## config.mk

```make
export PLATFORM = sky130hd
export DESIGN_NAME = probabilistic_sequential_switch_top
export DESIGN_NICKNAME = d
export VERILOG_FILES = /design/src/hdl/pss_pkg.sv /design/src/hdl/pss_ram.sv /design/src/hdl/pss_step.sv /design/src/hdl/probabilistic_sequential_switch_top.sv
export VERILOG_INCLUDE_DIRS = /design/src /design/src/hdl
export SDC_FILE = /design/constraint.sdc
export NUM_CORES = 1
export LEC_CHECK = 0
export BUFFER_PORTS_ARGS = -buffer_cell sky130_fd_sc_hd__buf_2
export CAP_MARGIN = 10
export CORE_ASPECT_RATIO = 0.7
export CORE_MARGIN = 2
export CORE_UTILIZATION = 45
export CTS_BUF_LIST = sky130_fd_sc_hd__clkbuf_16
export CTS_CLUSTER_SIZE = 10
export DETAILED_ROUTE_END_ITERATION = 8
export PLACE_DENSITY = 0.58
export SLEW_MARGIN = 20
export SYNTH_ARGS = -nofsm -noshare
export SYNTH_HDL_FRONTEND = slang
export SYNTH_HIERARCHICAL = 1
export SYNTH_SLANG_ARGS = --single-unit
```

## constraint.sdc

```tcl
create_clock -name clk -period 7.9 [get_ports clk]
set_input_delay 0.395 -clock clk [delete_from_list [all_inputs] [get_ports clk]]
set_output_delay 0.395 -clock clk [all_outputs]
set_load 0.05 [all_outputs]
```

## src/hdl/assert_macros.svh

```systemverilog
// Assertion helpers used by the top-level RTL.
`ifndef ASSERT_MACROS_SVH
`define ASSERT_MACROS_SVH

`ifndef SYNTH
`define ASSERT_CHK(label, clk, rst_n, prop) \
    label: assert property (@(posedge clk) disable iff (!rst_n) prop) \
        else $error("assertion failed");
`define ASSERT_NEVER(label, clk, rst_n, cond) \
    label: assert property (@(posedge clk) disable iff (!rst_n) !(cond)) \
        else $error("forbidden condition seen");
`else
`define ASSERT_CHK(label, clk, rst_n, prop)
`define ASSERT_NEVER(label, clk, rst_n, cond)
`endif

`endif

```

## src/hdl/pss_pkg.sv

```systemverilog
`timescale 1ns / 1ps

package pss_pkg;

    localparam int CHANNELS    = 16;
    localparam int CNT_W       = 5;
    localparam int CH_W        = 4;
    localparam int STORE_DEPTH = 16;
    localparam int SMP_W       = 15;
    localparam int OFF_W       = 12;
    localparam int PROB_W      = 17;
    localparam int DRAW_W      = 16;
    localparam int SPAN_W      = 11;
    localparam int SPAN_N      = 10;

    localparam logic signed [SMP_W-1:0] OUT_LIMIT     = 15'sd14000;
    localparam logic signed [SMP_W-1:0] RESET_HIGH_MV = 15'sd1000;

    localparam logic [1:0] MODE_FWD  = 2'd0;
    localparam logic [1:0] MODE_BWD  = 2'd1;
    localparam logic [1:0] MODE_RAND = 2'd2;

    localparam logic OP_WRITE = 1'b0;
    localparam logic OP_TICK  = 1'b1;

    localparam logic [1:0] CFG_MODE      = 2'd0;
    localparam logic [1:0] CFG_STEP_PROB = 2'd1;
    localparam logic [1:0] CFG_OFF_PROB  = 2'd2;
    localparam logic [1:0] CFG_RANGE     = 2'd3;

    localparam logic [SPAN_W-1:0] SPAN_MV [SPAN_N] = '{
        11'd200, 11'd300, 11'd500, 11'd800, 11'd1000,
        11'd1200, 11'd1300, 11'd1500, 11'd1800, 11'd2000
    };

    typedef struct packed {
        logic [1:0]        mode;
        logic [PROB_W-1:0] step_prob;
        logic [PROB_W-1:0] off_prob;
        logic [3:0]        range_idx;
    } cfg_t;

    typedef struct packed {
        logic                    zero;
        logic                    both;
        logic signed [OFF_W-1:0] offset;
        logic [CH_W-1:0]         chan;
        logic                    skip;
    } step_res_t;

endpackage

```

## src/hdl/pss_ram.sv

```systemverilog
`timescale 1ns / 1ps

module pss_ram #(
    parameter int WIDTH = 15,
    parameter int DEPTH = 16
) (
    input  logic                     clk,
    input  logic                     we,
    input  logic [$clog2(DEPTH)-1:0] waddr,
    input  logic [WIDTH-1:0]         wdata,
    input  logic                     re,
    input  logic [$clog2(DEPTH)-1:0] raddr,
    output logic [WIDTH-1:0]         rdata
);

    logic [WIDTH-1:0] mem [DEPTH];
    logic [WIDTH-1:0] rdata_reg;

    always_ff @(posedge clk)
    begin
        if (we)
        begin
            mem[waddr] <= wdata;
        end
        if (re)
        begin
            rdata_reg <= mem[raddr];
        end
    end

    assign rdata = rdata_reg;

endmodule

```

## src/hdl/pss_step.sv

```systemverilog
`timescale 1ns / 1ps

module pss_step (
    input  logic                             clk,
    input  logic                             rst_n,
    input  logic                             tick,
    input  pss_pkg::cfg_t                    cfg,
    input  logic                             trigger_high,
    input  logic signed [pss_pkg::SMP_W-1:0] reset_mv,
    input  logic                             button_level,
    input  logic [pss_pkg::CNT_W-1:0]        channel_count,
    input  logic [pss_pkg::DRAW_W-1:0]       rand_gate,
    input  logic [pss_pkg::DRAW_W-1:0]       rand_offset_gate,
    input  logic [pss_pkg::DRAW_W-1:0]       rand_magnitude,
    input  logic                             rand_sign,
    input  logic [pss_pkg::DRAW_W-1:0]       rand_pick,
    output pss_pkg::step_res_t               res
);

    import pss_pkg::*;

    logic [CH_W-1:0]         step_reg, step_next;
    logic [DRAW_W-1:0]       gate_reg, gate_next;
    logic [DRAW_W-1:0]       ogate_reg, ogate_next;
    logic signed [OFF_W-1:0] offset_reg, offset_next;
    logic                    lvl_trig_reg, lvl_btn_reg, lvl_rst_reg;
    logic                    lvl_rst_next;
    logic                    skip_reg, skip_next;

    logic [CNT_W-1:0]           cnt;
    logic [CH_W-1:0]            last;
    logic                       rise_t, rise_b, rise_r, evt, pass;
    logic                       rst_hi, rst_lo;
    logic [3:0]                 span_idx;
    logic [DRAW_W+SPAN_W-1:0]   mag_prod;
    logic [SPAN_W-1:0]          mag;
    logic [DRAW_W+CNT_W-1:0]    pick_prod;
    logic [CNT_W-1:0]           inc;
    logic [CH_W-1:0]            fwd, bwd;

    always_comb
    begin
        cnt  = (channel_count > CNT_W'(CHANNELS)) ? CNT_W'(CHANNELS) : channel_count;
        last = (cnt == '0) ? '0 : CH_W'(cnt - CNT_W'(1));

        rst_hi = (reset_mv >= RESET_HIGH_MV);
        rst_lo = (reset_mv <= 15'sd0);
        rise_t = !lvl_trig_reg && trigger_high;
        rise_b = !lvl_btn_reg && button_level;
        rise_r = !lvl_rst_reg && rst_hi;
        lvl_rst_next = lvl_rst_reg ? !rst_lo : rst_hi;
        evt = rise_t || rise_b || rise_r;

        pass     = ({1'b0, rand_gate} <= cfg.step_prob);
        span_idx = (cfg.range_idx > 4'd9) ? 4'd9 : cfg.range_idx;
        mag_prod = rand_magnitude * SPAN_MV[span_idx];
        mag      = mag_prod[DRAW_W +: SPAN_W];
        pick_prod = rand_pick * cnt;

        inc = {1'b0, step_reg} + CNT_W'(1);
        fwd = (inc >= cnt || rise_r) ? '0 : inc[CH_W-1:0];
        if (rise_r || step_reg == '0)
        begin
            bwd = last;
        end
        else
        begin
            bwd = step_reg - CH_W'(1);
        end

        step_next   = step_reg;
        gate_next   = gate_reg;
        ogate_next  = ogate_reg;
        offset_next = offset_reg;
        skip_next   = skip_reg;

        if (evt)
        begin
            gate_next   = rand_gate;
            ogate_next  = rand_offset_gate;
            offset_next = rand_sign ? $signed({1'b0, mag}) : -$signed({1'b0, mag});
            skip_next   = !pass;
            if (pass)
            begin
                case (cfg.mode)
                    MODE_FWD:  step_next = fwd;
                    MODE_BWD:  step_next = bwd;
                    MODE_RAND: step_next = pick_prod[DRAW_W +: CH_W];
                    default:   step_next = step_reg;
                endcase
            end
        end
        else if ({1'b0, step_reg} >= cnt)
        begin
            step_next = last;
        end

        res.zero   = (cnt == '0);
        res.both   = ({1'b0, ogate_next} <= cfg.off_prob)
                  && ({1'b0, gate_next} <= cfg.step_prob);
        res.offset = offset_next;
        res.chan   = step_next;
        res.skip   = skip_next;
    end

    always_ff @(posedge clk or negedge rst_n)
    begin
        if (!rst_n)
        begin
            step_reg     <= '0;
            gate_reg     <= '0;
            ogate_reg    <= '0;
            offset_reg   <= '0;
            lvl_trig_reg <= 1'b0;
            lvl_btn_reg  <= 1'b0;
            lvl_rst_reg  <= 1'b0;
            skip_reg     <= 1'b0;
        end
        else if (tick)
        begin
            step_reg     <= step_next;
            gate_reg     <= gate_next;
            ogate_reg    <= ogate_next;
            offset_reg   <= offset_next;
            lvl_trig_reg <= trigger_high;
            lvl_btn_reg  <= button_level;
            lvl_rst_reg  <= lvl_rst_next;
            skip_reg     <= skip_next;
        end
    end

endmodule

```

## src/hdl/probabilistic_sequential_switch_top.sv

```systemverilog
// A tick beat runs through step update and store read, then offset add, to a result beat.
// Throughput: one item per cycle while out_ready holds; a write beat gives no result.
// Rate set by the single-port read of the sample store and the output register.
// Reset (rst_n, async, low) clears step state and per-entry valid bits, sets
// config defaults; a never-written store entry reads as zero, so no clearing pass.
`timescale 1ns / 1ps
`include "assert_macros.svh"

module probabilistic_sequential_switch_top (
    input  logic                             clk,
    input  logic                             rst_n,
    input  logic                             cfg_valid,
    output logic                             cfg_ready,
    input  logic [1:0]                       cfg_index,
    input  logic [pss_pkg::PROB_W-1:0]       cfg_data,
    input  logic                             in_valid,
    output logic                             in_ready,
    input  logic                             op,
    input  logic [pss_pkg::CH_W-1:0]         channel,
    input  logic signed [pss_pkg::SMP_W-1:0] sample_mv,
    input  logic                             trigger_high,
    input  logic signed [pss_pkg::SMP_W-1:0] reset_mv,
    input  logic                             button_level,
    input  logic [pss_pkg::CNT_W-1:0]        channel_count,
    input  logic [pss_pkg::DRAW_W-1:0]       rand_gate,
    input  logic [pss_pkg::DRAW_W-1:0]       rand_offset_gate,
    input  logic [pss_pkg::DRAW_W-1:0]       rand_magnitude,
    input  logic                             rand_sign,
    input  logic [pss_pkg::DRAW_W-1:0]       rand_pick,
    output logic                             out_valid,
    input  logic                             out_ready,
    output logic signed [pss_pkg::SMP_W-1:0] out_mv,
    output logic                             active_valid,
    output logic [pss_pkg::CH_W-1:0]         active_channel,
    output logic                             skipped,
    output logic                             offset_applied
);

    import pss_pkg::*;

    cfg_t      cfg_reg;
    step_res_t step_res;
    step_res_t s1_reg;
    logic      s1_valid_reg;

    logic [STORE_DEPTH-1:0] store_vld_reg;
    logic                   smp_vld_reg;
    logic [SMP_W-1:0]       ram_rdata;

    logic                    out_valid_reg;
    logic signed [SMP_W-1:0] out_mv_reg, out_mv_next;
    logic                    active_valid_reg;
    logic [CH_W-1:0]         active_channel_reg;
    logic                    skipped_reg;
    logic                    offset_applied_reg;

    logic in_acc, tick_acc, wr_acc, out_free, s1_adv;
    logic signed [SMP_W-1:0] sample;
    logic signed [SMP_W:0]   sum;

    assign cfg_ready = 1'b1;
    assign out_free  = !out_valid_reg || out_ready;
    assign s1_adv    = s1_valid_reg && out_free;
    assign in_ready  = !s1_valid_reg || out_free;
    assign in_acc    = in_valid && in_ready;
    assign tick_acc  = in_acc && (op == OP_TICK);
    assign wr_acc    = in_acc && (op == OP_WRITE);

    always_ff @(posedge clk or negedge rst_n)
    begin
        if (!rst_n)
        begin
            cfg_reg.mode      <= MODE_FWD;
            cfg_reg.step_prob <= PROB_W'(65536);
            cfg_reg.off_prob  <= '0;
            cfg_reg.range_idx <= '0;
        end
        else if (cfg_valid)
        begin
            unique case (cfg_index)
                CFG_MODE:      cfg_reg.mode      <= cfg_data[1:0];
                CFG_STEP_PROB: cfg_reg.step_prob <= cfg_data;
                CFG_OFF_PROB:  cfg_reg.off_prob  <= cfg_data;
                CFG_RANGE:     cfg_reg.range_idx <= cfg_data[3:0];
            endcase
        end
    end

    pss_step u_step (
        .clk              (clk),
        .rst_n            (rst_n),
        .tick             (tick_acc),
        .cfg              (cfg_reg),
        .trigger_high     (trigger_high),
        .reset_mv         (reset_mv),
        .button_level     (button_level),
        .channel_count    (channel_count),
        .rand_gate        (rand_gate),
        .rand_offset_gate (rand_offset_gate),
        .rand_magnitude   (rand_magnitude),
        .rand_sign        (rand_sign),
        .rand_pick        (rand_pick),
        .res              (step_res)
    );

    pss_ram #(
        .WIDTH (SMP_W),
        .DEPTH (STORE_DEPTH)
    ) u_store (
        .clk   (clk),
        .we    (wr_acc),
        .waddr (channel),
        .wdata (sample_mv),
        .re    (tick_acc),
        .raddr (step_res.chan),
        .rdata (ram_rdata)
    );

    // entries never written read as zero
    always_ff @(posedge clk or negedge rst_n)
    begin
        if (!rst_n)
        begin
            store_vld_reg <= '0;
            smp_vld_reg   <= 1'b0;
            s1_valid_reg  <= 1'b0;
        end
        else
        begin
            if (wr_acc)
            begin
                store_vld_reg[channel] <= 1'b1;
            end
            if (tick_acc)
            begin
                smp_vld_reg  <= store_vld_reg[step_res.chan];
                s1_valid_reg <= 1'b1;
            end
            else if (s1_adv)
            begin
                s1_valid_reg <= 1'b0;
            end
        end
    end

    always_ff @(posedge clk)
    begin
        if (tick_acc)
        begin
            s1_reg <= step_res;
        end
    end

    always_comb
    begin
        sample = smp_vld_reg ? $signed(ram_rdata) : '0;
        sum    = {sample[SMP_W-1], sample}
               + (s1_reg.both ? (SMP_W+1)'(s1_reg.offset) : '0);
        if (sum > (SMP_W+1)'(OUT_LIMIT))
        begin
            out_mv_next = OUT_LIMIT;
        end
        else if (sum < -(SMP_W+1)'(OUT_LIMIT))
        begin
            out_mv_next = -OUT_LIMIT;
        end
        else
        begin
            out_mv_next = sum[SMP_W-1:0];
        end
    end

    always_ff @(posedge clk or negedge rst_n)
    begin
        if (!rst_n)
        begin
            out_valid_reg <= 1'b0;
        end
        else if (s1_adv)
        begin
            out_valid_reg <= 1'b1;
        end
        else if (out_ready)
        begin
            out_valid_reg <= 1'b0;
        end
    end

    always_ff @(posedge clk)
    begin
        if (s1_adv)
        begin
            out_mv_reg         <= s1_reg.zero ? '0 : out_mv_next;
            active_valid_reg   <= !s1_reg.zero;
            active_channel_reg <= s1_reg.zero ? '0 : s1_reg.chan;
            skipped_reg        <= s1_reg.skip;
            offset_applied_reg <= !s1_reg.zero && s1_reg.both;
        end
    end

    assign out_valid      = out_valid_reg;
    assign out_mv         = out_mv_reg;
    assign active_valid   = active_valid_reg;
    assign active_channel = active_channel_reg;
    assign skipped        = skipped_reg;
    assign offset_applied = offset_applied_reg;

    `ASSERT_CHK(a_no_ch_zero, clk, rst_n, out_valid && !active_valid |-> out_mv == '0 && !offset_applied && active_channel == '0)
    `ASSERT_CHK(a_sat_range, clk, rst_n, out_valid |-> out_mv <= OUT_LIMIT && out_mv >= -OUT_LIMIT)
    `ASSERT_NEVER(a_stall_accept, clk, rst_n, s1_valid_reg && !s1_adv && in_ready)
    `ASSERT_CHK(a_write_marks, clk, rst_n, wr_acc |=> store_vld_reg[$past(channel)])

endmodule
```

==> results of run 1 <==
## cell families (layout without fill, tap and decap cells)
family | after synthesis | after routing | synth area share
simple gates | 702 | 702 | 0.134
flops | 407 | 407 | 0.452
compound gates | 357 | 357 | 0.0966
fa+ha+maj | 306 | 306 | 0.189
buf+inv | 230 | 424 | 0.0356
mux | 119 | 119 | 0.0822
xor+xnor | 32 | 32 | 0.0108
other cells | 1 | 2 | 0.000145
## critical path, cell delays in order (launching register included)
cell and delay (ps):
dfrtp_1 430, or2_2 290, a21o_1 210, ha_1 360
or2_4 300, a21oi_1 140, buf_4 230, nand2_1 100
fa_1 490, inv_1 50, fa_1 520, fa_1 460
fa_1 500, ha_1 300, ha_1 340, a21oi_1 230
a21oi_1 110, a31oi_2 310, o21ai_0 160, xnor2_1 360
ha_1 230, a21boi_0 220, and4_1 290, a31oi_1 110
xor2_1 210, a21oi_1 110
## cells in the mapped netlist (all sizes together) (7+ instances only)
cell type	instances	area [um2]
nand3	26	130
fa	139	2780
or2	9	58.8
a31oi	40	256
nand4	16	106
a21o	34	255
nand3b	9	67.6
xnor2	21	184
dfrtp	110	2750
inv	147	552
xor2	11	96.3
and2	150	938
o211ai	11	82.6
o22ai	7	43.8
nor2	105	394
nand2b	21	131
o21ai	51	263
o21a	15	113
nor4	9	56.3
or3	7	48.8
mux2	47	529
mux2i	7	70.1
nand2	276	1040
nor3	20	100
edfxtp	296	8890
mux4	65	1520
nor2b	23	144
a21oi	78	409
ha	167	2090
buf	20	131
a211oi	8	72.6
a22oi	31	238
o21bai	11	82.6
clkbuf	62	233
## worst min-delay path by stage
stage / start / to / slack (ps) / depth (start not counted)
2_1_floorplan: rst_n / cfg_reg[0] / 100 / 0
4_1_cts: cfg_data[4] / cfg_reg[8] / 20 / 2
3_3_place_gp: store_vld_reg[2] / store_vld_reg[2] / 440 / 1
3_5_place_dp: store_vld_reg[2] / store_vld_reg[2] / 440 / 1
5_1_grt: cfg_data[4] / cfg_reg[25] / 40 / 2
6_report: cfg_data[4] / cfg_reg[8] / 60 / 2
## through the flow
stage,worst slack (ps),hold slack [ps],util,instances
after floorplan,714,99.4,-,2154
after global placement,581,439,0.487,3020
after detailed placement,383,442,0.487,3021
after CTS,284,17.1,0.511,3095
after global routing,31.5,42.8,0.512,3098
final,477,56.4,0.512,3099
## repair_timing
item	CTS	global route
hold buffers	1	0
resized for setup	0	6
endpoints found under the hold margin	52	0
setup endpoints to repair	0	9
setup buffers	0	2
## metal layers
layer / vias up / share of wire / GRT usage
met5: - / 0 / 0
met2: 496 / 0.41 / 0.307
met3: 53 / 0.060 / 0.0356
li1: 8105 / - / -
met4: 0 / 0.013 / 0.0396
met1: 8825 / 0.51 / 0.354
## layout by cell type, fill, tap and decap left out, types with 49 or more instances in the layout
master / count
fa_1: 139
ha_1: 167
dfrtp_1: 110
buf_2: 153
inv_1: 165
edfxtp_1: 296
nand2_1: 275
and2_1: 150
mux4_2: 49
nor2_1: 104
a21oi_1: 74
## cell type report
| cell class | count | area, um2 |
|---|---|---|
| clock inverter | 26 | 166 |
| clock buffer | 47 | 1180 |
| tap | 750 | 938 |
| sequential | 407 | 11700 |
| timing repair buffer | 203 | 1190 |
| multi-input combinational | 1517 | 13300 |
| antenna | 1 | 2.50 |
| inverter | 148 | 558 |
| fill | 4924 | 27700 |
==> results.cfg, run 1 <==
[layout]
final_area_mm2 = 0.0290
area_growth_pct = 12.4
final_nets = 2761
largest_reg_flops = 240
drive_above_1_share = 0.167

[clocking]
cts_tree = done
cts_made_buffers = 47
clk_pin_slew_ps = 60
root_buffer = clkbuf_16
clockBufferDepth = 3
clk-insertion-delay-late_ps = 600
cts.sink_count = 407
htreeDepth = 2

[floorplanning]
die_area_mm2 = 0.0594
initial_core_util = 0.455
pin_count = 156
num_rows = 73
die_h_um = 204
core_mm2 = 0.0567
die_w_um = 290

[logic_synthesis]
avgSynthCellArea_um2 = 12.0
syn-num-nets = 2591
ys_ff_latch = 407
yosys_warnings = 6
ys_seq_area_frac = 0.452
postSynthCellCount = 2154
synth-edff-count = 296
synthArstFlopShare = 0.273
ys.flop_type = edfxtp_1
yosysUniqueCellTypes = 95
netlist_area_mm2 = 0.0258

[route]
dr.pass1.iters = 5
routed_wl_um = 63800
drt-initial-drc-count = 1327
postRouteAntennaNets = 0
vias = 17479
viasPerCell = 5.64
drc = 0
post_drt_wl_per_cell_um = 20.6

[global_routing]
track_usage = 0.218
grt_pass1_wl_um = 101000
grt_pass1_vias = 17377
antenna_found_initial = 2
overflow = 0
grt_max_degree = 78

[timing]
max_slew_margin = 0.330
layout_min_cycle_time_ps = 7420
slew_viol_final = 0
rsz0062_at_grt = false
period_share = 0.940
fmax_mhz = 135
hold_viol_final = 0
setup-tns-final_ps = 0
finalClockSkew_ps = 59.7
worstMarginPinSlew_ps = 996
finalSetupViolCount = 0

[place]
dpl_cell_area_mm2 = 0.0276
gp_congestion = 0.873
hpwl_um = 46800
io_buffers = 154

[worst_setup_path]
reg2reg_depth = 25
arrival_ps = 7680
r2r-end = s1_reg[15]
worstSetupStartpoint = cfg_reg[1]
cp-end-kind = register
worstPathRequired_ps = 8150
critPathLaunchType = register
worstPathMaxFanout = 14
cp-endpoint = s1_reg[15]
worst-r2r-setup-slack_ps = 480
timing.rr.start = cfg_reg[1]
path_class = register to register

[flow_run]
maxCapViolCount = 0

[worst_hold_path]
min_path_type = input pin to register

[status]
status = finished, final reports clean
Power of run 1 is not shown: default switching activity piles up to over one toggle a cycle in this logic, so the estimate is an artifact.
==> inputs of run 2 (changes only) <==
--- a/config.mk
+++ b/config.mk
@@ -8,13 +8,15 @@
 export LEC_CHECK = 0
 export BUFFER_PORTS_ARGS = -buffer_cell sky130_fd_sc_hd__buf_2
 export CAP_MARGIN = 10
+export CELL_PAD_IN_SITES_DETAIL_PLACEMENT = 1
+export CELL_PAD_IN_SITES_GLOBAL_PLACEMENT = 2
 export CORE_ASPECT_RATIO = 0.7
 export CORE_MARGIN = 2
-export CORE_UTILIZATION = 45
+export CORE_UTILIZATION = 43
 export CTS_BUF_LIST = sky130_fd_sc_hd__clkbuf_16
 export CTS_CLUSTER_SIZE = 10
 export DETAILED_ROUTE_END_ITERATION = 8
-export PLACE_DENSITY = 0.58
+export PLACE_DENSITY = 0.77
 export SLEW_MARGIN = 20
 export SYNTH_ARGS = -nofsm -noshare
 export SYNTH_HDL_FRONTEND = slang
==> results.cfg, run 2 (synthesis gave the netlist of run 1 again) <==
[floorplanning]
core_mm2 = 0.0597
num_rows = 75
initial_core_util = 0.433
pin_count = 156
die_w_um = 297
die_area_mm2 = 0.0621
die_h_um = 209

[route]
postRouteAntennaNets = 0
drc = 0
dr.pass1.iters = 5
wl_met1_um = 33600
dr_wl_met3_um = 2940
drt-initial-drc-count = 1065
viasPerCell = 5.54
met2_length_um = 32600
vias = 17547
post_drt_wl_per_cell_um = 22.2
top_layer = met5
routed_wl_um = 70300

[timing]
max_slew_margin = 0.210
hold_slack_ps = 39.9
setup_slack_ps = 426
fmax_mhz = 134
period_share = 0.946
worstMarginPinSlew_ps = 1180
layout_min_cycle_time_ps = 7470
finalSetupViolCount = 0
finalClockSkew_ps = 71.1
hold_viol_final = 0
slew_viol_final = 0

[layout]
area_growth_pct = 13.1
nFillCells = 6324
final_common_cell = edfxtp_1
final_util = 0.490
stdcell_count = 3167
drive_above_1_share = 0.172
final_nets = 2766
largest_reg_flops = 240
final_cell_mix = 296 x edfxtp_1, 274 x nand2_1, 167 x ha_1, 165 x inv_1, 153 x buf_2

[global_routing]
overflow = 0
grt_max_degree = 86
track_usage = 0.229
grt_pass1_vias = 19042
antenna_found_initial = 5
grt_pass1_wl_um = 111000

[clocking]
clockBufferDepth = 3
htreeDepth = 2
root_buffer = clkbuf_16
cts.sink_count = 407
cts_setup_buffers = 0
cts_tree = done
clk_pin_slew_ps = 60
cts_made_buffers = 48
clk-insertion-delay-late_ps = 610

[worst_setup_path]
worstSetupStartpoint = cfg_reg[1]
cp-end-kind = register
path_class = register to register
cpMaxStageDelayCell = fa_1
arrival_ps = 7770
worstPathRequired_ps = 8200
critPathLaunchType = register
worstPathMaxFanout = 14
slowest_delay_ps = 510
worst-r2r-setup-slack_ps = 430
cpMostUsedCell = fa_1
timing.rr.start = cfg_reg[1]
crit_family = adder cells
critical_path_buf_inv_count = 4

[place]
hpwl_um = 50600
io_buffers = 154
gp_congestion = 0.818
placed_cells = 3083
post-place-ws_ps = 339

[worst_hold_path]
min_path_type = input pin to register
worstHoldStart = cfg_data[14]

[status]
status = finished, final reports clean

[flow_run]
maxCapViolCount = 0
==> run 2: cell types whose count changed in the layout (fill, tap and decap cells not counted), moves of 2 or more <==
cell / previous run / this run
clkinv_1: 5 / 2
clkinv_2: 0 / 4
diode_2: 1 / 4
buf_4: 45 / 47
nor3_2: 4 / 1
nor3_4: 0 / 3
buf_8: 0 / 2
==> run 2: layout make-up <==
type,instances,area (um2),area share
clock inverters,28,195,0.00668
repair buffers,207,1230,0.0420
well taps,808,1010,0.0346
flip-flops and latches,407,11700,0.399
clock buffers,48,1200,0.0411
inverters,148,558,0.0191
diodes,4,10.0,0.000342
multi-input cells,1517,13400,0.457
==> run 2: final timing paths <==
check                                 endpoint  depth (start not counted)
min reg2reg                            skipped                          0
max reg2reg                         s1_reg[16]                         25
max                                 s1_reg[16]                         25
min                                cfg_reg[18]                          2
min in group asynchronous  u_step/gate_reg[10]                          2
max in group asynchronous           cfg_reg[3]                          3
==> run 2: timing repair <==
item | in CTS | in global routing
hold buffers | 2 | 0
endpoints found under the hold margin | 57 | 0
setup endpoints to repair | 0 | 11
resized for setup | 0 | 7
==> run 2: layer usage <==
metal	up-vias	global-route usage
met5	-	0
met4	4	0.0498
met3	84	0.0304
met2	349	0.364
met1	8993	0.337
li1	8117	-
==> run 2: through the flow <==
| step | setup TNS (ps) | cell area, um2 |
|---|---|---|
| final | 0 | 29200 |
| after global routing | -13.7 | 29200 |
| after CTS | 0 | 29200 |
| after detailed placement | 0 | 27700 |
| after global placement | 0 | 27700 |
| after floorplan | 0 | 25800 |
Power of run 2 is left out for the same reason.
